===== src/rtl/ntc_ram.sv =====
// ============================================================================
// ntc_ram
// Generic RAM: one write port, two read ports, registered read data.
// ============================================================================
`default_nettype none

module ntc_ram #(
    parameter int WIDTH = 8,
    parameter int DEPTH = 16
) (
    input  wire logic                     clk,
    input  wire logic                     we,
    input  wire logic [$clog2(DEPTH)-1:0] waddr,
    input  wire logic [WIDTH-1:0]         wdata,
    input  wire logic                     re,
    input  wire logic [$clog2(DEPTH)-1:0] raddr_a,
    input  wire logic [$clog2(DEPTH)-1:0] raddr_b,
    output logic      [WIDTH-1:0]         rdata_a,
    output logic      [WIDTH-1:0]         rdata_b
);

    logic [WIDTH-1:0] mem_reg [DEPTH];
    logic [WIDTH-1:0] rdata_a_reg;
    logic [WIDTH-1:0] rdata_b_reg;

    // read returns the old contents on a same-address write
    always_ff @(posedge clk) begin
        if (we) begin
            mem_reg[waddr] <= wdata;
        end
        if (re) begin
            rdata_a_reg <= mem_reg[raddr_a];
            rdata_b_reg <= mem_reg[raddr_b];
        end
    end

    assign rdata_a = rdata_a_reg;
    assign rdata_b = rdata_b_reg;

endmodule

`default_nettype wire


===== config.mk =====
export PLATFORM = sky130hd
export DESIGN_NAME = ntc_ram
export DESIGN_NICKNAME = d
export VERILOG_FILES = /design/src/rtl/ntc_ram.sv
export SDC_FILE = /design/constraint.sdc
export NUM_CORES = 1
export LEC_CHECK = 0
export BUFFER_PORTS_ARGS = -buffer_cell sky130_fd_sc_hd__buf_2
export CORE_MARGIN = 3
export CORE_UTILIZATION = 45
export DETAILED_ROUTE_END_ITERATION = 8
export SYNTH_ARGS = -nofsm -noshare
export SYNTH_HDL_FRONTEND = slang
export SYNTH_SLANG_ARGS = --single-unit

===== constraint.sdc =====
create_clock -name clk -period 2 [get_ports clk]
set_input_delay 0.4 -clock clk [delete_from_list [all_inputs] [get_ports clk]]
set_output_delay 0.4 -clock clk [all_outputs]
set_load 0.02 [all_outputs]

-- Yosys cells after proc, flatten, opt, wreduce, memory -nomap -nowiden
Memories as Yosys holds them, arrays and structs flattened. A register that Yosys moved wholly into a read port is not among the register bits.
Index checks and enable logic that the tools add are counted.
- $add $sub $neg: 0
- multiply operators: 0
- divide/modulo/power cells: 0
- $lt $le $gt $ge: 0
- equal/unequal tests: 0
- shift operators: 0
- muxes and demuxes: 2
- bitwise operators: 0
- reduce and logical (&&, ||, !) cells: 0
- operators by type and width (kind ; number):
    $mux 1 ; 2
- register bits: 0
- latch bits: 0
- RAM bits: 128
- memory bits (read-only): 0
- bits of input ports: 23
- output and inout port bits: 16
- memories kept: 1
- memory list (memory ; depth ; bits a word ; rd ports ; clocked after memory_dff ; wr ports ; RTL line ; text):
    mem_reg ; 16 ; 8 ; 2 ; 2 ; 1 ; 22 ; logic [WIDTH-1:0] mem_reg [DEPTH];

-- Longest topological paths before layout
Gate-level depths: netlist of run 1.
- depth after elaboration: 2
- gate-level depth with buffers: 5
- mapped depth without buffers: 3

-- Worst setup path before layout of run 1
Ideal clock, no wire load.
- path kind: input-to-reg
- from: in waddr[2]
- to: mem mem_reg[0][0], enable pin
- arrival: 1510 ps
- slack: 107 ps
- stages: 2
- cells stage by stage: or3b_2 nor3_1
- RTL lines (item ; RTL line ; text):
    start: declaration ; 13 ; input wire logic [$clog2(DEPTH)-1:0] waddr,
    end: declaration ; 22 ;
Straight into the memory's write port.

==> run metrics, run 1 <==
post-cts resize count 0; CP max FO 2; worst hold slack 0.353 ns; final WL 14.8 mm; max reg flops about 130; skew final 0.00801 ns; Worst slew margin 0.395; status finished, final reports clean; Sink Count 144; clock buffer depth 2; CTS tree yes; CP max stage cell mux4_4; CP Class flip-flop to flip-flop; RSZ-0062 raised after global routing no; Finish-stage setup viols 0; initial core utilization 0.465; Layout area overhead 17.8%; post-layout min period ~1.6 ns; clock network fraction of design power 0.447; Cell Area, Synth 6510 um^2; clock slew at reported path FFs 0.06 ns; startpoint types flip-flop; Syn Area/Cell 21.2 um^2; global route overflow 0; CTS buffer count 17; Clock Root Buffer clkbuf_16; slowest stage delay, CP 0.61 ns; MaxCap Viol Count 0; Ant. Diodes 0; Layout fillers 1,098; Vias/cell 6.10; Fin. Hold Viols 0; Switching Share 0.209; Period Utilization, post-route 0.798; hold buffers post-CTS 0; DIE HEIGHT 126 um; largest net degree at the start of global routing 19; CP required 2.17 ns; # nets final 399; YS warnings 0; core footprint 14,000 um^2; HP Class input port to flip-flop; initial antenna violation count 0; total number of vias 3,471; number of synthesized register bits between 100 and 150; Residual DRC 0; Max Fclk 626 MHz; layout cell share with drive strength beyond 1 0.344; Routed wire per std cell 26.1 um; Overall Power 7.23 mW; Synth Net Count 330; VDD IR-drop max 676 uV; Crit. End Element flip-flop; die area 15,900 um^2; CP arrival 1.76 ns; Ports 39; Rows 43; PwrDens 944 nW/um^2; ranking of synthesized cells by area edfxtp_1 (66%), mux4_2 (12%), mux4_1 (11%), a22oi_1 (3.7%), buf_6 (1.0%); Logic pwr share 0.076; H-tree levels 4; synth unique cells 19; CP Cell Sequence mux4_4 -> a22oi_1 -> nand2_1; first-pass GRT wire length 22.5 mm; number of port buffers 38; number of detailed-route iterations in the first pass 5; sequential share of power 0.477; Die X 126 um; DP Wirelength slightly below 10 mm; switching power around 1.5 mW; Setup Buffers After CTS 0; area leader, netlist edfxtp_1; vias in the first global route 3,711; cells after synthesis 307; Slew @ Worst Pin 0.905 ns; Final Max Tran Viols 0; leak pwr approximately 2.7 nW; Total GRT Usage 0.196; share of the synthesized area in the top cell type 0.665; Cell Int Power 5.72 mW; antenna viol nets, final 0; worst skew pair latency 0.42 ns; Placer Congestion 0.781; sequential share of the synthesized area 0.665; initial DRC count 381
## critical path, delay by kind of cell (launching register included)
family / cells / cell delay (ns)
muxes: 1 / 0.61
and+or+nand+nor: 1 / 0.08
DFF: 1 / 0.40
AOI/OAI and AO/OA: 1 / 0.26
## kinds of logic after synthesis
| logic type | count (synthesis) | synth area share |
|---|---|---|
| compound gates | 32 | 0.0369 |
| mux | 64 | 0.238 |
| simple gates | 47 | 0.0335 |
| flops | 144 | 0.665 |
| buf+inv | 20 | 0.0265 |
## synth_stat cells (all sizes together)
master / number
nor2b: 2
nand2: 17
nand3b: 2
buf: 14
mux4: 64
edfxtp: 144
a22oi: 32
clkdlybuf4s25: 6
or3b: 1
nor3: 4
and2b: 2
nand3: 1
nor2: 14
and2: 2
nand2b: 2
## power groups by stage
stage | registers [mW] | clock network (mW) | logic, mW
final | 3.45 | 3.23 | 0.550
after global routing | 3.46 | 3.40 | 0.587
after CTS | 3.45 | 3.27 | 0.559
after detailed placement | 3.51 | 0 | 0.558
after global placement | 3.51 | 0 | 0.551
after floorplan | 3.54 | 0 | 0.305
## layout make-up
| cell class | count | area, um^2 | share of cell area |
|---|---|---|---|
| multi-input combinational | 143 | 2010 | 0.262 |
| clock buffer | 17 | 425 | 0.0555 |
| sequential | 144 | 4320 | 0.564 |
| tap | 180 | 225 | 0.0294 |
| clock inverter | 15 | 174 | 0.0227 |
| timing repair buffer | 70 | 505 | 0.0660 |
## final timing paths
path / from / to / slack (ns) / cells past startpoint
hold / removal: wdata[0] / mem_reg[3][0] / 0.35 / 1
hold reg to reg: mem_reg[4][1] / rdata_a[1] / 0.78 / 3
setup reg to reg: mem_reg[3][0] / rdata_a[0] / 0.40 / 3
setup / recovery: mem_reg[3][0] / rdata_a[0] / 0.40 / 3
## metal layers
metal,vias to the layer above,wire (um),GRT usage
met3,23,950,0.0407
met1,1825,5950,0.260
met5,-,0,0
met2,127,7640,0.324
met4,0,291,0.0744
li1,1496,-,-
## cells in the final DEF (no fill, tap or decap), types with 2 or more instances in the layout
cell and n:
nand3b_1 2, clkbuf_16 17, a22oi_1 32, mux4_4 2
buf_12 6, and2b_1 2, mux4_2 34, nor2b_1 2
mux4_1 28, bufinv_16 4, buf_2 38, nor2_1 14
clkinv_1 5, nand2b_1 2, buf_4 26, clkinv_2 4
nor3_1 4, clkinvlp_4 2, and2_1 2, nand2_1 17
edfxtp_1 144
## stage by stage
step                      utilization  instances  area, um^2  setup slack, ns  TNS (ns)
final                           0.548        569        7660            0.404         0
after global placement          0.505        537        7060          -0.0103   -0.0103
after global routing            0.548        569        7660            0.326         0
after detailed placement        0.505        537        7060          -0.0365   -0.0619
after floorplan                     -        307        6510            0.107         0
after CTS                       0.548        569        7660            0.400         0
Power figures use the tool's default switching activity.
==> run 2, diff against run 1 <==
Clock period 2 ns to 1.6 ns, I/O delays scaled along.
==> run 2 against run 1 <==
Count of clock-buffer cells in the layout did not move. Critical path depth did not move. Utilization rose by 1.2 points. Final cell count rose by 2.1%. Die area did not move. Combinational power rose by 30%. Sequential share of layout area fell by 1.2 points. Total power rose by 24%. Fmax rose by 2.2%. Non-clock buffer count rose by 12. Critical endpoint is now rdata_b[7].
==> run metrics, run 2 (synthesis gave the netlist of run 1 again) <==
FF-to-FF Start mem_reg[0][7]; Min-Delay Endpoint mem_reg[12][4]; CP Cell Sequence mux4_4 -> a22oi_2 -> nand2_1; Design Area, Final 7830 um^2; skew final 0.00497 ns; flop2flop setup slack around 0.038 ns; Total GRT Usage 0.205; Slew @ Worst Pin 1.12 ns; worst hold slack approximately 0.28 ns; initial core utilization 0.465; PwrDens 1150 nW/um^2; delay-heaviest family, CP multiplexers; RSZ-0062 raised after global routing no; CP required 1.76 ns; Vias/cell between 6 and 7; largest net degree at the start of global routing 25; total number of vias around 3,500; initial antenna violation count 0; core footprint around 14,000 um^2; Residual DRC 0; Max Fclk 640 MHz; Setup Buffers After CTS 0; r2r endpoint rdata_b[7]; Fin. Hold Viols 0; status finished, final reports clean; final WL between 15 and 20 mm; most frequent cells in the layout edfxtp_1 (144), buf_2 (38), mux4_2 (34); number of detailed-route iterations in the first pass 5; global route overflow 0; commonest non-fill, non-tap cell in the layout edfxtp_1; H-tree levels 4; die area between 15,000 and 20,000 um^2; post-placement setup slack -0.299 ns; VDD IR-drop max 722 uV; DP Wirelength between 9 and 10 mm; antenna viol nets, final 0; Final Max Tran Viols 0; Overall Power 8.97 mW; Routed wire per std cell 26.5 um; hold depth 1; number of port buffers 38; CP max FO 2; clock slew at reported path FFs 0.06 ns; first-pass GRT wire length 22.7 mm; Placer Congestion about 0.8; Ant. Diodes 0; Post-DP Area slightly above 7000 um^2; CP max stage cell mux4_4; Rows 43; Die X 126 um; Clock Root Buffer clkbuf_16; layout cell share with drive strength beyond 1 0.377; MaxCap Viol Count 0; leak pwr about 2.7 nW; Sink Count 144; CP arrival roughly 1.7 ns; worst skew pair latency 0.42 ns; Period Utilization, post-route 0.976; post-layout min period 1.56 ns; Hold Startpoint wdata[4]; CP Class flip-flop to flip-flop; Ports 39; HP Class input port to flip-flop; Worst slew margin 0.254; # nets final 411; CTS tree yes; post-layout util 0.559; vias in the first global route between 3,000 and 4,000; DIE HEIGHT between 100 and 150 um; slowest stage delay, CP 0.62 ns; Finish-stage setup viols 0; CTS buffer count 17; initial DRC count 448; Final WS setup 0.0381 ns; clock buffer depth 2; Crit. End Element flip-flop; max reg flops 128; Layout area overhead 20.3%; buffers and inverters on the worst path 0; hold buffers post-CTS 0; worst r2r path cells 3; startpoint types flip-flop
## run 2: cell count changes in the layout (fill, tap and decap cells not counted), sizes merged
cell / previous run / this run
inv: 0 / 2
bufinv: 4 / 3
clkinvlp: 2 / 1
buf: 70 / 82
## run 2: how the worst max path moves through the flow
stage / end / depth (start not counted) / from / slack, ns
CTS: rdata_b[7] / 3 / mem_reg[0][7] / 0.03
finish: rdata_b[7] / 3 / mem_reg[0][7] / 0.04
global placement: rdata_a[1] / 5 / raddr_a[0] / -0.28
global route: rdata_b[7] / 3 / mem_reg[3][7] / 0.01
detailed placement: rdata_a[6] / 4 / raddr_a[3] / -0.30
floorplan: rdata_a[1] / 5 / raddr_a[0] / 0.004
## run 2: metal layers
layer	up-vias	routed length (um)	track usage
met5	-	0	0
met4	0	408	0.0776
met3	28	1170	0.0632
met2	149	7250	0.312
met1	1845	6550	0.281
li1	1527	-	-
## run 2: worst register-to-register path, stage by stage (launching register included)
cell,delay (ns)
edfxtp_1,0.40
mux4_4,0.62
a22oi_2,0.22
nand2_1,0.07
## run 2: what timing repair did
action                     in CTS  in global routing
gates cloned                    0                  0
resized for setup               1                  1
setup endpoints to repair       1                  2
pin swaps                       0                  1
## run 2: cell type report
class | count | area [um^2]
timing repair buffer | 82 | 658
clock buffer | 17 | 425
clock inverter | 15 | 168
multi-input combinational | 143 | 2020
tap | 180 | 225
sequential | 144 | 4320
fill | 1101 | 6160
## run 2: through the flow
stage / setup TNS (ns) / cells
floorplan: 0 / 307
global placement: -4.12 / 549
detailed placement: -4.22 / 549
CTS: 0 / 581
global route: 0 / 581
finish: 0 / 581
## run 2: report_power, final
| part | internal [mW] | leakage [nW] | switching (mW) |
|---|---|---|---|
| registers | 4.27 | 1.32 | 0.0402 |
| logic | 0.330 | 1.13 | 0.384 |
| clock network | 2.44 | 0.290 | 1.50 |
