--- src/rtl/ntc_pkg.sv ---
// ============================================================================
// ntc_pkg
// Shared types, constants and compare functions for the neighbourhood
// tolerance compare core.
// ============================================================================
`default_nettype none

package ntc_pkg;

    // Geometry and value format
    localparam int MAX_WIDTH  = 1024;
    localparam int MAX_HEIGHT = 1024;
    localparam int VALUE_BITS = 24;

    localparam int COL_W      = $clog2(MAX_WIDTH);
    localparam int ROW_W      = $clog2(MAX_HEIGHT);
    localparam int DIM_W      = 11;                 // frame size register width
    localparam int MIN_DIM    = 3;
    localparam int TOL_W      = 23;
    localparam int CNT_W      = 21;
    localparam int LINE_DEPTH = 2 * MAX_WIDTH;      // two rows per line buffer
    localparam int LINE_AW    = $clog2(LINE_DEPTH);
    localparam int CELL_W     = 2 + VALUE_BITS;
    localparam int DIFF_W     = ((VALUE_BITS > TOL_W) ? VALUE_BITS : TOL_W) + 2;

    // APB
    localparam int APB_AW = 4;
    localparam int APB_DW = 32;

    typedef enum logic [1:0] {
        REG_TOLERANCE  = 2'd0,
        REG_INCOMPLETE = 2'd1,
        REG_WIDTH      = 2'd2,
        REG_HEIGHT     = 2'd3
    } reg_index_t;

    typedef enum logic [1:0] {
        KIND_FIN = 2'd0,
        KIND_INF = 2'd1,
        KIND_UNK = 2'd2
    } kind_t;

    // One height sample with its class
    typedef struct packed {
        kind_t                         kind;
        logic signed [VALUE_BITS-1:0]  val;
    } cell_t;

    // Cross-shaped neighbourhood around the reported pixel
    typedef struct packed {
        cell_t t_center;
        cell_t t_up;
        cell_t t_down;
        cell_t t_left;
        cell_t t_right;
        cell_t q_center;
        cell_t q_up;
        cell_t q_down;
        cell_t q_left;
        cell_t q_right;
    } win_t;

    // a - b < -tol, with unknown differences failing
    function automatic logic below_neg_tol(cell_t a, cell_t b, logic [TOL_W-1:0] tol);
        logic signed [DIFF_W-1:0] av;
        logic signed [DIFF_W-1:0] bv;
        logic signed [DIFF_W-1:0] tv;
        logic signed [DIFF_W-1:0] d;
        logic                     res;
        av = {{(DIFF_W-VALUE_BITS){a.val[VALUE_BITS-1]}}, a.val};
        bv = {{(DIFF_W-VALUE_BITS){b.val[VALUE_BITS-1]}}, b.val};
        tv = {{(DIFF_W-TOL_W){1'b0}}, tol};
        d  = av - bv + tv;
        if (a.kind == KIND_UNK || b.kind == KIND_UNK) begin
            res = 1'b0;
        end
        else if (a.kind == KIND_INF) begin
            res = 1'b0;                 // +inf minus anything finite, or inf-inf
        end
        else if (b.kind == KIND_INF) begin
            res = 1'b1;                 // finite minus +inf
        end
        else begin
            res = d[DIFF_W-1];
        end
        return res;
    endfunction

    // a - b > tol, with unknown differences failing
    function automatic logic above_tol(cell_t a, cell_t b, logic [TOL_W-1:0] tol);
        logic signed [DIFF_W-1:0] av;
        logic signed [DIFF_W-1:0] bv;
        logic signed [DIFF_W-1:0] tv;
        logic signed [DIFF_W-1:0] d;
        logic                     res;
        av = {{(DIFF_W-VALUE_BITS){a.val[VALUE_BITS-1]}}, a.val};
        bv = {{(DIFF_W-VALUE_BITS){b.val[VALUE_BITS-1]}}, b.val};
        tv = {{(DIFF_W-TOL_W){1'b0}}, tol};
        d  = av - bv - tv;
        if (a.kind == KIND_UNK || b.kind == KIND_UNK) begin
            res = 1'b0;
        end
        else if (a.kind == KIND_INF) begin
            res = (b.kind != KIND_INF);
        end
        else if (b.kind == KIND_INF) begin
            res = 1'b0;
        end
        else begin
            res = !d[DIFF_W-1] && (d != '0);
        end
        return res;
    endfunction

    function automatic logic [CNT_W-1:0] sat_inc(logic [CNT_W-1:0] v);
        return (v == {CNT_W{1'b1}}) ? v : v + CNT_W'(1);
    endfunction

endpackage

`default_nettype wire

--- src/rtl/ntc_flags.sv ---
// ============================================================================
// ntc_flags
// False positive / false negative decision over the cross neighbourhood.
// ============================================================================
`default_nettype none

module ntc_flags (
    input  wire ntc_pkg::win_t                 win,
    input  wire logic [ntc_pkg::TOL_W-1:0]     tolerance,
    input  wire logic                          interior,
    output logic                               false_pos,
    output logic                               false_neg
);

    logic fp_all;
    logic fn_all;

    always_comb begin
        // query at center against every truth sample
        fp_all = ntc_pkg::below_neg_tol(win.q_center, win.t_center, tolerance)
              && ntc_pkg::below_neg_tol(win.q_center, win.t_up,     tolerance)
              && ntc_pkg::below_neg_tol(win.q_center, win.t_down,   tolerance)
              && ntc_pkg::below_neg_tol(win.q_center, win.t_left,   tolerance)
              && ntc_pkg::below_neg_tol(win.q_center, win.t_right,  tolerance);
        // every query sample against truth at center
        fn_all = ntc_pkg::above_tol(win.q_center, win.t_center, tolerance)
              && ntc_pkg::above_tol(win.q_up,     win.t_center, tolerance)
              && ntc_pkg::above_tol(win.q_down,   win.t_center, tolerance)
              && ntc_pkg::above_tol(win.q_left,   win.t_center, tolerance)
              && ntc_pkg::above_tol(win.q_right,  win.t_center, tolerance);
        false_pos = interior && fp_all;
        false_neg = interior && fn_all;
    end

endmodule

`default_nettype wire

--- config.mk ---
export PLATFORM = sky130hd
export DESIGN_NAME = ntc_flags
export DESIGN_NICKNAME = d
export VERILOG_FILES = /design/src/rtl/ntc_pkg.sv /design/src/rtl/ntc_flags.sv
export SDC_FILE = /design/constraint.sdc
export NUM_CORES = 1
export LEC_CHECK = 0
export BUFFER_PORTS_ARGS = -buffer_cell sky130_fd_sc_hd__buf_4
export CORE_UTILIZATION = 38
export DETAILED_ROUTE_END_ITERATION = 10
export GPL_TIMING_DRIVEN = 0
export PLACE_DENSITY = 0.58
export SYNTH_ARGS = -nofsm -noshare
export SYNTH_HDL_FRONTEND = slang
export SYNTH_SLANG_ARGS = --single-unit
--- constraint.sdc ---
create_clock -name vclk -period 5.26
set_input_delay 0.263 -clock vclk [all_inputs]
set_output_delay 0.263 -clock vclk [all_outputs]
set_load 0.02 [all_outputs]
-- After elaboration in Yosys (flattened, before gate mapping)
Index checks and enable logic that the tools add are counted.
- multiplexer cells: 30
- reduce and logical (&&, ||, !) cells: 34
- eq/ne operators: 21
- $add $sub $neg: 19
- operator list (operator ; number):
    $sub A24 B24 Y25 ; 9
    $add A25 B24 Y26 ; 5
    $reduce_bool A26 Y1 ; 5
    $sub A25 B24 Y26 ; 5
    $mux W1 ; 30
    $eq A2 B1 Y1 const B ; 10
    $eq A2 B2 Y1 const B ; 10
    $logic_and A1 B1 Y1 ; 15
    $logic_or A1 B1 Y1 ; 9
    $logic_not A1 Y1 ; 5
    $ne A2 B1 Y1 const B ; 1
- logic and storage cells: 104
- register bits after elaboration: 0

-- Depth between registers and ports, before layout
- word-level depth: 12
- depth in mapped cells: 23
- depth with buffers taken out: 23

-- Least setup slack after synthesis
No wires, ideal clock.
- kind: input to output
- start point: input win[239] in the netlist's numbering
- end point: output false_neg
- path buffers: 1
- arrival: 4472 ps
- slack: 525 ps
- cell stages on the path: 23
- cell sequence: inv_1 -> ha_1 -> or2_2 -> o31a_1 -> o211a_1 -> or2_1 -> or2_1 -> a31o_2 -> a21o_1 -> a21oi_1 -> xnor2_1 -> ha_1 -> clkbuf_1 -> o21a_1 -> o21ai_0 -> a2111oi_0 -> nand3_1 -> nor4_1 -> o21ai_0 -> nor4_1 -> nand4_1 -> o2111ai_1 -> nor2_1
- longest elaborated chain between the ends: 12
- RTL lines (what ; line ; RTL):
    start, declared ; ntc_flags.sv:8 ; input wire ntc_pkg::win_t win,
    $sub A24 B24 Y25 ; ntc_pkg.sv:99 ; d = av - bv - tv;
    $sub A25 B24 Y26 ; ntc_pkg.sv:99 ;
    $reduce_bool A26 Y1 / $logic_not A1 Y1 (equally long branches) ; ntc_pkg.sv:110 ; res = !d[DIFF_W-1] && (d != '0);
    $logic_and A1 B1 Y1 ; ntc_pkg.sv:110 ;
    $mux W1 ; ntc_pkg.sv:106 ; else if (b.kind == KIND_INF) begin
    $mux W1 ; ntc_pkg.sv:103 ; else if (a.kind == KIND_INF) begin
    $mux W1 ; ntc_pkg.sv:100 ; if (a.kind == KIND_UNK || b.kind == KIND_UNK) begin
    $logic_and A1 B1 Y1 ; ntc_flags.sv:27 ; && ntc_pkg::above_tol(win.q_up, win.t_center, tolerance)
    $logic_and A1 B1 Y1 ; ntc_flags.sv:28 ; && ntc_pkg::above_tol(win.q_down, win.t_center, tolerance)
    $logic_and A1 B1 Y1 ; ntc_flags.sv:29 ; && ntc_pkg::above_tol(win.q_left, win.t_center, tolerance)
    $logic_and A1 B1 Y1 * ; ntc_flags.sv:30 ; && ntc_pkg::above_tol(win.q_right, win.t_center, tolerance);
    $logic_and A1 B1 Y1 * ; ntc_flags.sv:32 ; false_neg = interior && fn_all;
    end, declared ; ntc_flags.sv:12 ; output logic false_neg
Mark *: on every way between the ends. The rest lies on a longest branch, timed or not.

-- Worst setup path in the final report
- start point: input tolerance[11] in the netlist's numbering
- end point: output false_neg
- longest elaborated chain between the ends: 11
- RTL lines (what ; line ; RTL):
    start, declared ; ntc_flags.sv:9 ; input wire logic [ntc_pkg::TOL_W-1:0] tolerance,
    $sub A25 B24 Y26 ; ntc_pkg.sv:99 ;
    $reduce_bool A26 Y1 / $logic_not A1 Y1 (equally long branches) ; ntc_pkg.sv:110 ;
    $logic_and A1 B1 Y1 ; ntc_pkg.sv:110 ;
    $mux W1 ; ntc_pkg.sv:106 ;
    $mux W1 ; ntc_pkg.sv:103 ;
    $mux W1 ; ntc_pkg.sv:100 ;
    $logic_and A1 B1 Y1 ; ntc_flags.sv:27 ;
    $logic_and A1 B1 Y1 ; ntc_flags.sv:28 ;
    $logic_and A1 B1 Y1 ; ntc_flags.sv:29 ;
    $logic_and A1 B1 Y1 * ; ntc_flags.sv:30 ;
    $logic_and A1 B1 Y1 * ; ntc_flags.sv:32 ;
Marks and branches as above.

==> metrics.yaml <==
pwr:
  intPower_w: 0.00150
  p_sw_share_pct: 59.3
  comb_power_share_pct: 100.0
  p_per_area_nw_per_um2: 186
  total_power_w: 0.00368
  vdd_ir_drop_max_mv: 0.0592
  p_leak_nw: 9.68
  pwr-share-clk_pct: 0
  pwr-share-seq_pct: 0
  p_switching_w: 0.00218
setup_path:
  slowest_delay_ps: 660
  cp_num_cells: 16
  crit_path_end_kind: "primary output"
  cp_num_buf_inv: 5
  cp-startpoint: "tolerance[11]"
  cpMostUsedCell: "nor4_1"
  startpoint_type: "input pin"
  critical_path_class: "input pin to primary output"
  arrival_ps: 5190
  crit_chain: "buf_4 > inv_1 > fa_1 > ha_1 > clkbuf_1 > inv_1 > and3_1 > nor4_1 > o2111ai_1 > nor4_1 > nand4_1 > nor4_1 > nand4_1 > o32ai_1 > nor2_1 > buf_4"
  cp.required_ps: 5000
  crit_family: "simple AND/OR/NAND/NOR gates"
  cp_slowest_cell: "nor4_1"
  cp_max_fo: 9
  crit_end: "false_neg"
finish:
  clock_buffer_count: 0
  seq_cells: 0
  final.fill_count: 4346
  drive_gt1_share_pct: 16.6
  register_area_um2: 0
  fin_cells: 2949
  finish.utilization_pct: 46.8
  multi_input_area_um2: 15100
  syn_to_final_growth_pct: 20.8
  fin_nets: 3159
flow_run:
  drv_cap: 0
synth:
  synth_nets: 2842
  yosys.area.top_type: "fa_1"
  syn_inst: 2093
  yosysSeqAreaShare_pct: 0
  synth_area_leaders: "fa_1 (22%), ha_1 (22%), inv_1 (8.0%)"
  synth_cell_types: 83
  syn_avg_cell_area_um2: 7.81
  yosys.area.top_type_share_pct: 22.3
  netlist_area_um2: 16400
  ys_warn_count: 0
route:
  drtAntennaViolNets: 0
  routedWlPerCell_um: 19.5
  drt_iter0_markers: 1251
  routed_wl_um: 57500
  vias_per_cell: 5.57
  drt_pass1_iterations: 5
  drc: 0
  via_count: 16400
timing:
  drv_slew: 0
  relSlewSlack_pct: 41.1
  hold_slack_ps: 1170
  fmax_ghz: 0.183
  tightest_slew_ps: 880
  fin_crit_sh_pct: 104
  final_hold_viol_count: 0
  final-setup-viol-count: 1
  postLayoutSetupSlackWorst_ps: -195
  layout_min_cycle_time_ps: 5450
  rsz0062_at_grt: "true"
global_routing:
  grt_overflow_total: 0
  antenna_found_initial: 4
  first_global_vias: 15400
  grt_util_all_layers_pct: 25.6
  grt_pass1_wl_um: 87500
  grt_max_degree: 11
floorplanning:
  core_region_area_um2: 42200
  die_w_um: 209
  die-area_um2: 43900
  placementRows: 75
  die_y_um: 209
  initial_utilization_pct: 38.7
  boundaryPins: 286
placed_design:
  hpwl_um: 50900
  dp_slack_ps: -1240
  port_buffers: 286
  gp_congestion: 0.930
  dp_cells: 2918
outcome:
  status: "finished with violations"
  failed_checks: "setup timing"
hold_path:
  hp-class: "input pin to primary output"
clock_network:
  hold_buffers: 0
power groups by stage:
stage	sequential, W	combinational [W]	clock, W
after floorplan	0	0.00247	0
final	0	0.00368	0.0000000000436
after CTS	0	0.00359	0
after detailed placement	0	0.00346	0
after global placement	0	0.00342	0
after global routing	0	0.00409	0.0000000000434
how the worst min path moves through the flow:
stage                      to      from  cells past startpoint
floorplan           false_neg  win[128]                      4
global placement    false_pos  win[259]                      5
detailed placement  false_pos  win[259]                      5
CTS                 false_pos  win[259]                      5
global route        false_pos  win[259]                      5
finish              false_pos  win[259]                      5
stage by stage:
step	instance area [um^2]	setup TNS (ps)
floorplan	16400	0
global placement	19200	-1590
detailed placement	19200	-1550
CTS	19700	-76.2
global route	19800	-303
finish	19800	-195
timing repair:
item                       in CTS  in global routing
pin swaps                      28                  6
setup buffers                  30                  4
setup endpoints to repair       2                  2
gates resized for setup        58                  7
kinds of logic (layout without fill, tap and decap cells):
group           after synthesis  in the layout  synth area share, %
simple gates                499            499                 15.5
other cells                   0              2                    0
compound gates              641            641                 26.7
xor+xnor                     61             61                 3.27
mux                          19             19                 1.18
buf+inv                     408            723                 9.46
fa+ha+maj                   465            465                 43.9
cells in the final DEF, fill, tap and decap left out, types with 21 or more instances in the layout:
master,instances
inv_1,336
buf_4,316
ha_1,267
fa_1,181
a21oi_1,155
nand2_1,128
o21ai_0,104
nor2_1,92
a21o_1,67
clkbuf_1,45
nor3_1,44
nand3_1,42
nand4_1,36
xnor2_1,35
o211ai_1,30
a31oi_1,29
nand2b_1,29
o21a_1,27
a211oi_1,26
xor2_1,25
nor2b_1,22
o2111ai_1,21
Yosys cell counts (9+ instances only):
| cell type | count |
|---|---|
| nand4_1 | 36 |
| o211ai_1 | 30 |
| nor2b_1 | 23 |
| nor3b_1 | 11 |
| nor3_1 | 46 |
| and3_1 | 19 |
| o2111ai_1 | 21 |
| clkbuf_1 | 50 |
| nand2b_1 | 29 |
| a211oi_1 | 27 |
| mux2i_1 | 17 |
| nand2_1 | 129 |
| nor4_1 | 19 |
| nor2_1 | 92 |
| a21o_1 | 67 |
| ha_1 | 283 |
| a2111oi_0 | 10 |
| a221oi_1 | 11 |
| o21a_1 | 27 |
| a21oi_1 | 156 |
| o21bai_1 | 15 |
| or3_1 | 9 |
| xor2_1 | 25 |
| o31ai_1 | 12 |
| nand3_1 | 43 |
| o21ai_0 | 107 |
| inv_1 | 350 |
| a31oi_1 | 30 |
| fa_1 | 182 |
| a211o_1 | 11 |
| xnor2_1 | 36 |
| o211a_1 | 10 |
| o221ai_1 | 9 |
area by class of cell:
class | count | area share [%]
multi-input cells | 1685 | 76.3
well taps | 539 | 3.41
diodes | 2 | 0.0253
repair buffers | 320 | 12.3
plain buffers | 53 | 1.08
inverters | 350 | 6.90
metal layers:
metal	vias to the layer above	track usage (%)	routed length, um
li1	8132	-	-
met1	7733	37.9	27600
met2	515	40.7	25400
met3	39	3.13	3700
met4	2	2.84	762
met5	-	0	13
Power figures use the tool's default switching activity.
